**config.mk**
```make
export PLATFORM = sky130hd
export DESIGN_NAME = register_cache_lru_spill
export DESIGN_NICKNAME = d
export VERILOG_FILES = /design/src/rclru_pkg.sv /design/src/rclru_ctrl.sv /design/src/rclru_dp.sv /design/src/register_cache_lru_spill.sv
export SDC_FILE = /design/constraint.sdc
export NUM_CORES = 2
export LEC_CHECK = 0
export ABC_CLOCK_PERIOD_IN_PS = 6600
export BUFFER_PORTS_ARGS = -buffer_cell sky130_fd_sc_hd__buf_4
export CORE_MARGIN = 8
export CORE_UTILIZATION = 45
export CTS_CLUSTER_DIAMETER = 150
export DETAILED_ROUTE_END_ITERATION = 8
export PLACE_DENSITY_LB_ADDON = 0.15
export SETUP_SLACK_MARGIN = 0.05
export SLEW_MARGIN = 20
export SYNTH_ARGS = -nofsm -noshare
export SYNTH_HDL_FRONTEND = slang
export SYNTH_HIERARCHICAL = 1
export SYNTH_SLANG_ARGS = --single-unit
```
**constraint.sdc**
```tcl
create_clock -name aclk -period 6.6 [get_ports aclk]
set_input_delay 0.66 -clock aclk [delete_from_list [all_inputs] [get_ports aclk]]
set_output_delay 0.66 -clock aclk [all_outputs]
set_load 0.1 [all_outputs]
```
**src/rclru_pkg.sv**
```systemverilog
package rclru_pkg;

    // Operation codes carried in s_tuser.
    localparam logic [2:0] OP_USE    = 3'd0;
    localparam logic [2:0] OP_DEFINE = 3'd1;
    localparam logic [2:0] OP_CONST  = 3'd2;
    localparam logic [2:0] OP_FLUSH  = 3'd3;
    localparam logic [2:0] OP_INIT   = 3'd4;

    // Fixed field widths of the stream payloads.
    localparam int OP_W       = 3;
    localparam int TAG_IN_W   = 16;
    localparam int SLOT_W     = 4;
    localparam int CNT_W      = 32;
    localparam int S_TDATA_W  = 16;
    localparam int S_TUSER_W  = 3;
    localparam int M_TDATA_W  = 88;
    localparam int M_TUSER_W  = 3;

    // Commands from the controller to the datapath.
    typedef struct packed {
        logic capture;
        logic init;
        logic lookup;
        logic scan;
        logic commit;
        logic flush_start;
        logic flush_step;
    } cmd_t;

    // Status from the datapath to the controller.
    typedef struct packed {
        logic is_init;
        logic is_flush;
        logic is_access;
        logic need_scan;
        logic scan_last;
        logic flush_last;
    } status_t;

    // Increment that stops at the all-ones value.
    function automatic logic [CNT_W-1:0] sat_inc(input logic [CNT_W-1:0] v);
        return (v == {CNT_W{1'b1}}) ? v : v + CNT_W'(1);
    endfunction

endpackage

```
**src/rclru_ctrl.sv**
```systemverilog
module rclru_ctrl
    import rclru_pkg::*;
(
    input  logic    aclk,
    input  logic    aresetn,
    input  logic    s_tvalid,
    output logic    s_tready,
    output logic    m_tvalid,
    input  logic    m_tready,
    input  status_t status,
    output cmd_t    cmd
);

    typedef enum logic [2:0] {
        ST_IDLE,
        ST_LOOKUP,
        ST_SCAN,
        ST_COMMIT,
        ST_FLUSH
    } state_t;

    state_t state_reg, state_next;
    logic   m_tvalid_reg, m_tvalid_next;
    logic   out_free;
    logic   emit;

    // The output register can take a new result when empty or being drained.
    assign out_free = !m_tvalid_reg || m_tready;
    assign m_tvalid = m_tvalid_reg;

    // Next-state and command decode.
    always_comb begin
        state_next = state_reg;
        cmd        = '0;
        s_tready   = 1'b0;
        emit       = 1'b0;
        case (state_reg)
            ST_IDLE: begin
                s_tready = 1'b1;
                if (s_tvalid) begin
                    cmd.capture = 1'b1;
                    state_next  = ST_LOOKUP;
                end
            end
            ST_LOOKUP: begin
                if (status.is_init) begin
                    cmd.init   = 1'b1;
                    state_next = ST_IDLE;
                end else if (status.is_flush) begin
                    cmd.flush_start = 1'b1;
                    state_next      = ST_FLUSH;
                end else if (status.is_access) begin
                    cmd.lookup = 1'b1;
                    state_next = status.need_scan ? ST_SCAN : ST_COMMIT;
                end else begin
                    state_next = ST_IDLE;
                end
            end
            ST_SCAN: begin
                cmd.scan = 1'b1;
                if (status.scan_last) begin
                    state_next = ST_COMMIT;
                end
            end
            ST_COMMIT: begin
                if (out_free) begin
                    cmd.commit = 1'b1;
                    emit       = 1'b1;
                    s_tready   = 1'b1;
                    if (s_tvalid) begin
                        cmd.capture = 1'b1;
                        state_next  = ST_LOOKUP;
                    end else begin
                        state_next = ST_IDLE;
                    end
                end
            end
            ST_FLUSH: begin
                if (out_free) begin
                    cmd.flush_step = 1'b1;
                    emit           = 1'b1;
                    if (status.flush_last) begin
                        state_next = ST_IDLE;
                    end
                end
            end
            default: begin
                state_next = ST_IDLE;
            end
        endcase
    end

    // Output valid is set by a new result and cleared when it is taken.
    assign m_tvalid_next = emit ? 1'b1 : (m_tready ? 1'b0 : m_tvalid_reg);

    // State and registered outputs.
    always_ff @(posedge aclk) begin
        if (!aresetn) begin
            state_reg    <= ST_IDLE;
            m_tvalid_reg <= 1'b0;
        end else begin
            state_reg    <= state_next;
            m_tvalid_reg <= m_tvalid_next;
        end
    end

endmodule

```
**src/rclru_dp.sv**
```systemverilog
module rclru_dp
    import rclru_pkg::*;
#(
    parameter int NUM_SLOTS = 10,
    parameter int TAG_BITS  = 16
)
(
    input  logic                 aclk,
    input  logic                 aresetn,
    input  logic [S_TDATA_W-1:0] s_tdata,
    input  logic [S_TUSER_W-1:0] s_tuser,
    output logic [M_TDATA_W-1:0] m_tdata,
    output logic [M_TUSER_W-1:0] m_tuser,
    output logic                 m_tlast,
    input  cmd_t                 cmd,
    output status_t              status
);

    localparam int IDX_W = $clog2(NUM_SLOTS);

    // Slot store.
    logic [TAG_BITS-1:0]  tag_reg   [NUM_SLOTS];
    logic [TAG_BITS-1:0]  tag_next  [NUM_SLOTS];
    logic [CNT_W-1:0]     stamp_reg [NUM_SLOTS];
    logic [CNT_W-1:0]     stamp_next[NUM_SLOTS];
    logic [NUM_SLOTS-1:0] valid_reg, valid_next;
    logic [NUM_SLOTS-1:0] dirty_reg, dirty_next;
    logic [NUM_SLOTS-1:0] homed_reg, homed_next;

    // Global counters.
    logic [CNT_W-1:0] clock_reg, clock_next;
    logic [CNT_W-1:0] spill_cnt_reg, spill_cnt_next;
    logic [CNT_W-1:0] load_cnt_reg, load_cnt_next;

    // Request and search state.
    logic [OP_W-1:0]     req_op_reg, req_op_next;
    logic [TAG_BITS-1:0] req_tag_reg, req_tag_next;
    logic                hit_reg, hit_next;
    logic [IDX_W-1:0]    target_reg, target_next;
    logic [CNT_W-1:0]    best_reg, best_next;
    logic [IDX_W-1:0]    scan_idx_reg, scan_idx_next;
    logic [IDX_W-1:0]    flush_idx_reg, flush_idx_next;

    // Result register.
    logic [SLOT_W-1:0]   out_slot_reg, out_slot_next;
    logic                out_hit_reg, out_hit_next;
    logic                out_load_reg, out_load_next;
    logic                out_spill_reg, out_spill_next;
    logic [TAG_IN_W-1:0] out_stag_reg, out_stag_next;
    logic                out_last_reg, out_last_next;
    logic [CNT_W-1:0]    out_stot_reg, out_stot_next;
    logic [CNT_W-1:0]    out_ltot_reg, out_ltot_next;

    // Lookup results.
    logic [NUM_SLOTS-1:0] match;
    logic                 hit_any, free_any, homeless_any;
    logic [IDX_W-1:0]     hit_idx, free_idx, homeless_idx;

    logic [CNT_W-1:0] tag_wide;
    logic [CNT_W-1:0] stag_wide;
    logic [IDX_W-1:0] wb_idx;
    logic             wb_spill;
    logic [CNT_W-1:0] tick;

    assign tag_wide = CNT_W'(s_tdata[TAG_IN_W-1:0]);

    // Parallel tag compare and priority encoders; the lowest index wins.
    always_comb begin
        hit_any      = 1'b0;
        free_any     = 1'b0;
        homeless_any = 1'b0;
        hit_idx      = '0;
        free_idx     = '0;
        homeless_idx = '0;
        for (int i = NUM_SLOTS - 1; i >= 0; i--) begin
            match[i] = valid_reg[i] && (tag_reg[i] == req_tag_reg);
            if (match[i]) begin
                hit_any = 1'b1;
                hit_idx = IDX_W'(i);
            end
            if (!valid_reg[i]) begin
                free_any = 1'b1;
                free_idx = IDX_W'(i);
            end
            if (i > 0 && valid_reg[i] && !homed_reg[i]) begin
                homeless_any = 1'b1;
                homeless_idx = IDX_W'(i);
            end
        end
    end

    // Status toward the controller.
    always_comb begin
        status.is_init    = (req_op_reg == OP_INIT);
        status.is_flush   = (req_op_reg == OP_FLUSH);
        status.is_access  = (req_op_reg == OP_USE) || (req_op_reg == OP_DEFINE) ||
                            (req_op_reg == OP_CONST);
        status.need_scan  = !hit_any && !free_any && !homeless_any;
        status.scan_last  = (scan_idx_reg == IDX_W'(NUM_SLOTS - 1));
        status.flush_last = (flush_idx_reg == IDX_W'(NUM_SLOTS - 1));
    end

    // The slot being written back: the commit target or the flush position.
    assign wb_idx    = cmd.flush_step ? flush_idx_reg : target_reg;
    assign wb_spill  = valid_reg[wb_idx] && dirty_reg[wb_idx] && homed_reg[wb_idx];
    assign stag_wide = CNT_W'(tag_reg[wb_idx]);
    assign tick      = sat_inc(clock_reg);

    // Datapath next values.
    always_comb begin
        tag_next       = tag_reg;
        stamp_next     = stamp_reg;
        valid_next     = valid_reg;
        dirty_next     = dirty_reg;
        homed_next     = homed_reg;
        clock_next     = clock_reg;
        spill_cnt_next = spill_cnt_reg;
        load_cnt_next  = load_cnt_reg;
        req_op_next    = req_op_reg;
        req_tag_next   = req_tag_reg;
        hit_next       = hit_reg;
        target_next    = target_reg;
        best_next      = best_reg;
        scan_idx_next  = scan_idx_reg;
        flush_idx_next = flush_idx_reg;
        out_slot_next  = out_slot_reg;
        out_hit_next   = out_hit_reg;
        out_load_next  = out_load_reg;
        out_spill_next = out_spill_reg;
        out_stag_next  = out_stag_reg;
        out_last_next  = out_last_reg;
        out_stot_next  = out_stot_reg;
        out_ltot_next  = out_ltot_reg;

        // Latch the incoming transaction.
        if (cmd.capture) begin
            req_op_next  = s_tuser;
            req_tag_next = tag_wide[TAG_BITS-1:0];
        end

        // Pick the hit slot, a free slot or a homeless victim.
        if (cmd.lookup) begin
            hit_next      = hit_any;
            target_next   = hit_any ? hit_idx :
                            free_any ? free_idx :
                            homeless_any ? homeless_idx : '0;
            best_next     = stamp_reg[0];
            scan_idx_next = IDX_W'(1);
        end

        // One stamp compare per cycle for the least recently used slot.
        if (cmd.scan) begin
            if (stamp_reg[scan_idx_reg] < best_reg) begin
                best_next   = stamp_reg[scan_idx_reg];
                target_next = scan_idx_reg;
            end
            scan_idx_next = scan_idx_reg + IDX_W'(1);
        end

        // Update the chosen slot and form the result.
        if (cmd.commit) begin
            clock_next             = tick;
            stamp_next[target_reg] = tick;
            out_slot_next          = SLOT_W'(target_reg);
            out_hit_next           = hit_reg;
            out_last_next          = 1'b1;
            out_load_next          = 1'b0;
            out_spill_next         = 1'b0;
            out_stag_next          = '0;
            out_stot_next          = spill_cnt_reg;
            out_ltot_next          = load_cnt_reg;
            if (hit_reg) begin
                if (req_op_reg == OP_DEFINE) begin
                    dirty_next[target_reg] = 1'b1;
                end
            end else begin
                if (wb_spill) begin
                    out_spill_next = 1'b1;
                    out_stag_next  = stag_wide[TAG_IN_W-1:0];
                    spill_cnt_next = sat_inc(spill_cnt_reg);
                    out_stot_next  = spill_cnt_next;
                end
                if (req_op_reg == OP_USE) begin
                    out_load_next = 1'b1;
                    load_cnt_next = sat_inc(load_cnt_reg);
                    out_ltot_next = load_cnt_next;
                end
                tag_next[target_reg]   = req_tag_reg;
                valid_next[target_reg] = 1'b1;
                dirty_next[target_reg] = (req_op_reg == OP_DEFINE);
                homed_next[target_reg] = (req_op_reg != OP_CONST);
            end
        end

        if (cmd.flush_start) begin
            flush_idx_next = '0;
        end

        // Write back and free one slot per result.
        if (cmd.flush_step) begin
            out_slot_next  = SLOT_W'(flush_idx_reg);
            out_hit_next   = 1'b0;
            out_load_next  = 1'b0;
            out_spill_next = wb_spill;
            out_stag_next  = wb_spill ? stag_wide[TAG_IN_W-1:0] : '0;
            out_last_next  = (flush_idx_reg == IDX_W'(NUM_SLOTS - 1));
            if (wb_spill) begin
                spill_cnt_next = sat_inc(spill_cnt_reg);
            end
            out_stot_next  = spill_cnt_next;
            out_ltot_next  = load_cnt_reg;
            tag_next[flush_idx_reg]   = '0;
            valid_next[flush_idx_reg] = 1'b0;
            dirty_next[flush_idx_reg] = 1'b0;
            homed_next[flush_idx_reg] = 1'b0;
            flush_idx_next            = flush_idx_reg + IDX_W'(1);
        end
    end

    // Cache state and counters; an init clears them as reset does.
    always_ff @(posedge aclk) begin
        if (!aresetn || cmd.init) begin
            for (int i = 0; i < NUM_SLOTS; i++) begin
                tag_reg[i]   <= '0;
                stamp_reg[i] <= '0;
            end
            valid_reg     <= '0;
            dirty_reg     <= '0;
            homed_reg     <= '0;
            clock_reg     <= '0;
            spill_cnt_reg <= '0;
            load_cnt_reg  <= '0;
        end else begin
            for (int i = 0; i < NUM_SLOTS; i++) begin
                tag_reg[i]   <= tag_next[i];
                stamp_reg[i] <= stamp_next[i];
            end
            valid_reg     <= valid_next;
            dirty_reg     <= dirty_next;
            homed_reg     <= homed_next;
            clock_reg     <= clock_next;
            spill_cnt_reg <= spill_cnt_next;
            load_cnt_reg  <= load_cnt_next;
        end
    end

    // Request, search and result registers carry payload only.
    always_ff @(posedge aclk) begin
        req_op_reg    <= req_op_next;
        req_tag_reg   <= req_tag_next;
        hit_reg       <= hit_next;
        target_reg    <= target_next;
        best_reg      <= best_next;
        scan_idx_reg  <= scan_idx_next;
        flush_idx_reg <= flush_idx_next;
        out_slot_reg  <= out_slot_next;
        out_hit_reg   <= out_hit_next;
        out_load_reg  <= out_load_next;
        out_spill_reg <= out_spill_next;
        out_stag_reg  <= out_stag_next;
        out_last_reg  <= out_last_next;
        out_stot_reg  <= out_stot_next;
        out_ltot_reg  <= out_ltot_next;
    end

    assign m_tdata = {4'b0, out_ltot_reg, out_stot_reg, out_stag_reg, out_slot_reg};
    assign m_tuser = {out_spill_reg, out_load_reg, out_hit_reg};
    assign m_tlast = out_last_reg;

endmodule

```
**src/register_cache_lru_spill.sv**
```systemverilog
// Channel | Direction | Contents
// s_      | in        | s_tdata: tag; s_tuser: operation
// m_      | out       | m_tdata: slot, spill_tag, spill_total, load_total;
//         |           | m_tuser: hit, load_needed, spill_needed; m_tlast: last
//
// A use, define or constant goes through lookup, then commit, and the
// next transaction is taken in the commit cycle. A miss with every slot in use
// and no homeless slot adds a one-slot-per-cycle stamp scan before the commit.
// A flush gives one result per cycle after its lookup while the output is not
// stalled, then returns to idle, where the next transaction is taken. An init or
// an unknown operation goes through lookup, then idle, and gives no result.
// Reset is synchronous on aresetn and clears all slots and counters at once.
// Results wait in an output register; a stall holds it and blocks the next commit.
module register_cache_lru_spill
    import rclru_pkg::*;
#(
    parameter int NUM_SLOTS = 10,
    parameter int TAG_BITS  = 16
)
(
    input  logic                 aclk,
    input  logic                 aresetn,
    input  logic                 s_tvalid,
    output logic                 s_tready,
    input  logic [S_TDATA_W-1:0] s_tdata,  // [15:0] tag
    input  logic [S_TUSER_W-1:0] s_tuser,  // [2:0] operation
    output logic                 m_tvalid,
    input  logic                 m_tready,
    // [3:0] slot, [19:4] spill_tag, [51:20] spill_total, [83:52] load_total
    output logic [M_TDATA_W-1:0] m_tdata,
    output logic [M_TUSER_W-1:0] m_tuser,  // [0] hit, [1] load_needed, [2] spill_needed
    output logic                 m_tlast
);

    cmd_t    cmd;
    status_t status;

    // Sequencer for lookup, scan, commit and flush.
    rclru_ctrl u_ctrl (
        .aclk     (aclk),
        .aresetn  (aresetn),
        .s_tvalid (s_tvalid),
        .s_tready (s_tready),
        .m_tvalid (m_tvalid),
        .m_tready (m_tready),
        .status   (status),
        .cmd      (cmd)
    );

    // Slot store, victim search and result register.
    rclru_dp #(
        .NUM_SLOTS (NUM_SLOTS),
        .TAG_BITS  (TAG_BITS)
    ) u_dp (
        .aclk    (aclk),
        .aresetn (aresetn),
        .s_tdata (s_tdata),
        .s_tuser (s_tuser),
        .m_tdata (m_tdata),
        .m_tuser (m_tuser),
        .m_tlast (m_tlast),
        .cmd     (cmd),
        .status  (status)
    );

endmodule

```
==> impl_metrics.csv <==
group,metric,value,unit
critical_path,crit_fanout,83,
routing,detail_route.first_pass.iterations,5,
timing,max-slew-margin-rel,0.264,
flow_run,cap_viol_max_count,0,
timing,rsz0062_at_grt,"false",
place,gp_congestion,0.939,
floorplanning,rows,104,
clock_tree,hold_buffers,0,
logic_synthesis,synth_top_area_share,0.357,
global_routing,grt_util_met1,0.315,
global_routing,grt_use_met2,0.364,
finish,largest_register_ffs,320,
global_routing,grt_usage,0.225,
routing,wl,105000,um
critical_path,crit_type,"register to register",
timing,holdWs,0.200,ns
finish,finalNonFillerCells,5214,
place,io_buffers,112,
logic_synthesis,ys_seq_elements,762,
hold_path,min-delay-start,"s_tdata[13]",
routing,wl_per_cell,20.1,um
power,leakage,13.6,nW
global_routing,top_usage_layer,"met2",
logic_synthesis,netlist_instances,4114,
clock_tree,numClockSinks,762,
logic_synthesis,synth_cell_types,82,
clock_tree,cts_tree,"built",
clock_tree,clockBufferDepth,3,
logic_synthesis,yosysTopAreaCell,"dfxtp_1",
finish,multi_input_area,18700,um^2
place,dp.cells,5056,
clock_tree,cts.htree.levels,3,
critical_path,max_stage_delay,0.57,ns
critical_path,startpoint,"u_dp/scan_idx_reg[0]",
place,dpl.hpwl,67500,um
place,dp_slack,1.50,ns
critical_path,path_cells,"buf_12, mux4_2, a22oi_1, nor2_1, a31o_2, ha_1, nand4_1, nor2_1, nand3_1, or3_1, o311ai_0, nor4_4, buf_4, a221oi_1, a21oi_1",
logic_synthesis,synthFlopType,"dfxtp_1",
critical_path,startpoint_type,"register",
global_routing,grt_pass1_vias,27800,
critical_path,worstPathRequired,7.10,ns
power,ir_drop,0.188,mV
finish,num-fill-cells,7583,
logic_synthesis,yosysSeqAreaShare,0.452,
global_routing,antenna_found_initial,1,
clock_tree,numCtsBuffers,84,
routing,ant_nets,0,
routing,drtIter0Drc,2107,
clock_tree,clk_latency,0.63,ns
logic_synthesis,yosys_warnings,6,
clock_tree,cts-resized-gates,0,
logic_synthesis,syn_area,36300,um^2
power,power_density,278,nW/um^2
global_routing,overflow,0,
floorplanning,initial_core_util,0.453,
timing,setup_tns,0,ns
timing,max_freq,214,MHz
timing,maxSlewViolCount,0,
outcome,status,"finished clean",
timing,finClkSkew,0.0225,ns
timing,setup_slack,1.92,ns
timing,post-route-period-util,0.709,
critical_path,path_buf_inv,2,
logic_synthesis,synth_edf_count,114,
floorplanning,die_y,300,um
critical_path,crit_path_end_kind,"register",
finish,area_growth,12.5,%
floorplanning,floorplan.die_area,90000,um^2
logic_synthesis,synthTopCellsByArea,"dfxtp_1 36%, edfxtp_1 9.4%, nand2_1 6.7%",
finish,seqCellArea,16400,um^2
routing,drc_errors,0,
floorplanning,die_w,300,um
routing,vias_per_cell,5.65,
logic_synthesis,avgSynthCellArea,8.83,um^2
hold_path,min_path_type,"primary input to register",
clock_tree,cts-root-buf,"clkbuf_16",
floorplanning,design.core.area,80200,um^2
clock_tree,clk_pin_slew,0.06,ns
logic_synthesis,synth-async-reset-ratio,0,
critical_path,cp_slowest_cell,"mux4_2",
critical_path,cp_top_family,"compound AO/OA/AOI/OAI gates",
critical_path,reg2reg_from,"u_dp/scan_idx_reg[0]",
timing,worst_slew_pin_slew,1.10,ns
critical_path,cpMostUsedCell,"nor2_1",
critical_path,worstPathArrival,5.18,ns
routing,via_count,29400,
global_routing,grtUsageMet3,0.0367,
timing,fin_crit,4.68,ns
global_routing,grt_first_pass_wirelength,165000,um
clock_tree,post_cts_buffers,0,
timing,setup_viol,0,
timing,finalHoldViolations,0,
finish,nNetsFinal,4147,
finish,layout-drive-gt1-share,0.122,
floorplanning,ioPinCount,117,
global_routing,grt_max_degree,160,
## area by class of cell
class / count / area share
multi-input cells: 2993 / 0.457
clock buffers: 123 / 0.0596
flip-flops and latches: 762 / 0.401
diodes: 1 / 0.0000613
repair buffers: 184 / 0.0355
clock inverters: 32 / 0.00873
inverters: 59 / 0.00542
well taps: 1060 / 0.0325
## stage by stage
stage	util	power (W)	area [um^2]
6_report	0.510	0.0114	40900
3_3_place_gp	0.474	0.00669	38000
2_1_floorplan	-	0.00611	36300
4_1_cts	0.509	0.0115	40800
3_5_place_dp	0.474	0.00669	38000
5_1_grt	0.510	0.0118	40900
## power by group
part	leakage [nW]	total, W	internal [W]	switching (W)
Sequential	6.25	0.00491	0.00481	0.000105
Clock	1.35	0.00475	0.00280	0.00195
Combinational	5.96	0.00171	0.000443	0.00127
Total	13.6	0.0114	0.00805	0.00332
## worst paths after layout
check	to	slack [ns]	cells past startpoint
setup / recovery	u_dp/target_reg[0]	1.92	15
hold / removal	u_dp/req_tag_reg[13]	0.20	1
setup reg to reg	u_dp/target_reg[0]	1.92	15
hold reg to reg	u_dp/stamp_reg[2]	0.46	2
## Yosys cell counts, drive strengths merged, types with 15 or more instances
library cell	instances
a211oi	286
a21oi	231
a22oi	42
a311oi	16
a31o	31
a31oi	23
and3	34
buf	52
clkbuf	251
dfxtp	648
edfxtp	114
ha	40
inv	59
mux2	37
mux2i	52
mux4	65
nand2	648
nand2b	18
nand3	109
nand4	62
nor2	586
nor2b	15
nor3	43
nor4	49
o21ai	89
o22a	16
or3	20
xnor2	122
xor2	217
## cell usage in the layout, fill, tap and decap left out, types with 12 or more instances in the layout
master | Yosys | routed
nand2b_1 | 18 | 17
dfxtp_1 | 648 | 648
clkbuf_1 | 251 | 25
nand3_1 | 109 | 109
a22oi_1 | 42 | 42
mux4_2 | 65 | 65
edfxtp_1 | 114 | 114
xor2_1 | 210 | 210
nor2b_1 | 14 | 13
clkbuf_16 | 0 | 88
a21oi_1 | 231 | 231
and2_1 | 13 | 13
ha_1 | 40 | 40
xnor2_1 | 120 | 120
a211oi_1 | 286 | 286
or3_1 | 20 | 20
a311oi_1 | 16 | 16
a31oi_1 | 23 | 23
mux2i_1 | 51 | 50
nor3_1 | 41 | 37
nand2_1 | 648 | 647
buf_4 | 8 | 177
and3_1 | 34 | 34
nand4_1 | 62 | 62
a31o_2 | 31 | 31
nor4_1 | 47 | 45
o22a_1 | 16 | 16
mux2_2 | 37 | 37
o21ai_0 | 81 | 81
inv_1 | 58 | 55
nor2_1 | 585 | 577
and4_1 | 13 | 12
## metal layers
metal  wire (um)  share of wire
met1       47800           0.46
met2       48700           0.47
met3        6330          0.060
met4        1950          0.019
met5           0              0
## cells by family (layout without fill, tap and decap cells)
| logic type | after synthesis | count (layout) | share of synthesized area |
|---|---|---|---|
| AND/OR/NAND/NOR | 1675 | 1675 | 0.204 |
| AO/OA/AOI/OAI | 781 | 781 | 0.142 |
| flip-flops | 762 | 762 | 0.452 |
| other | 1 | 5 | 0.000103 |
| buffers and inverters | 362 | 398 | 0.0388 |
| multiplexers | 154 | 154 | 0.0662 |
| adder cells (fa/ha/maj) | 40 | 40 | 0.0138 |
| XOR/XNOR | 339 | 339 | 0.0836 |
Note: power is estimated with default switching activity, not from simulation.
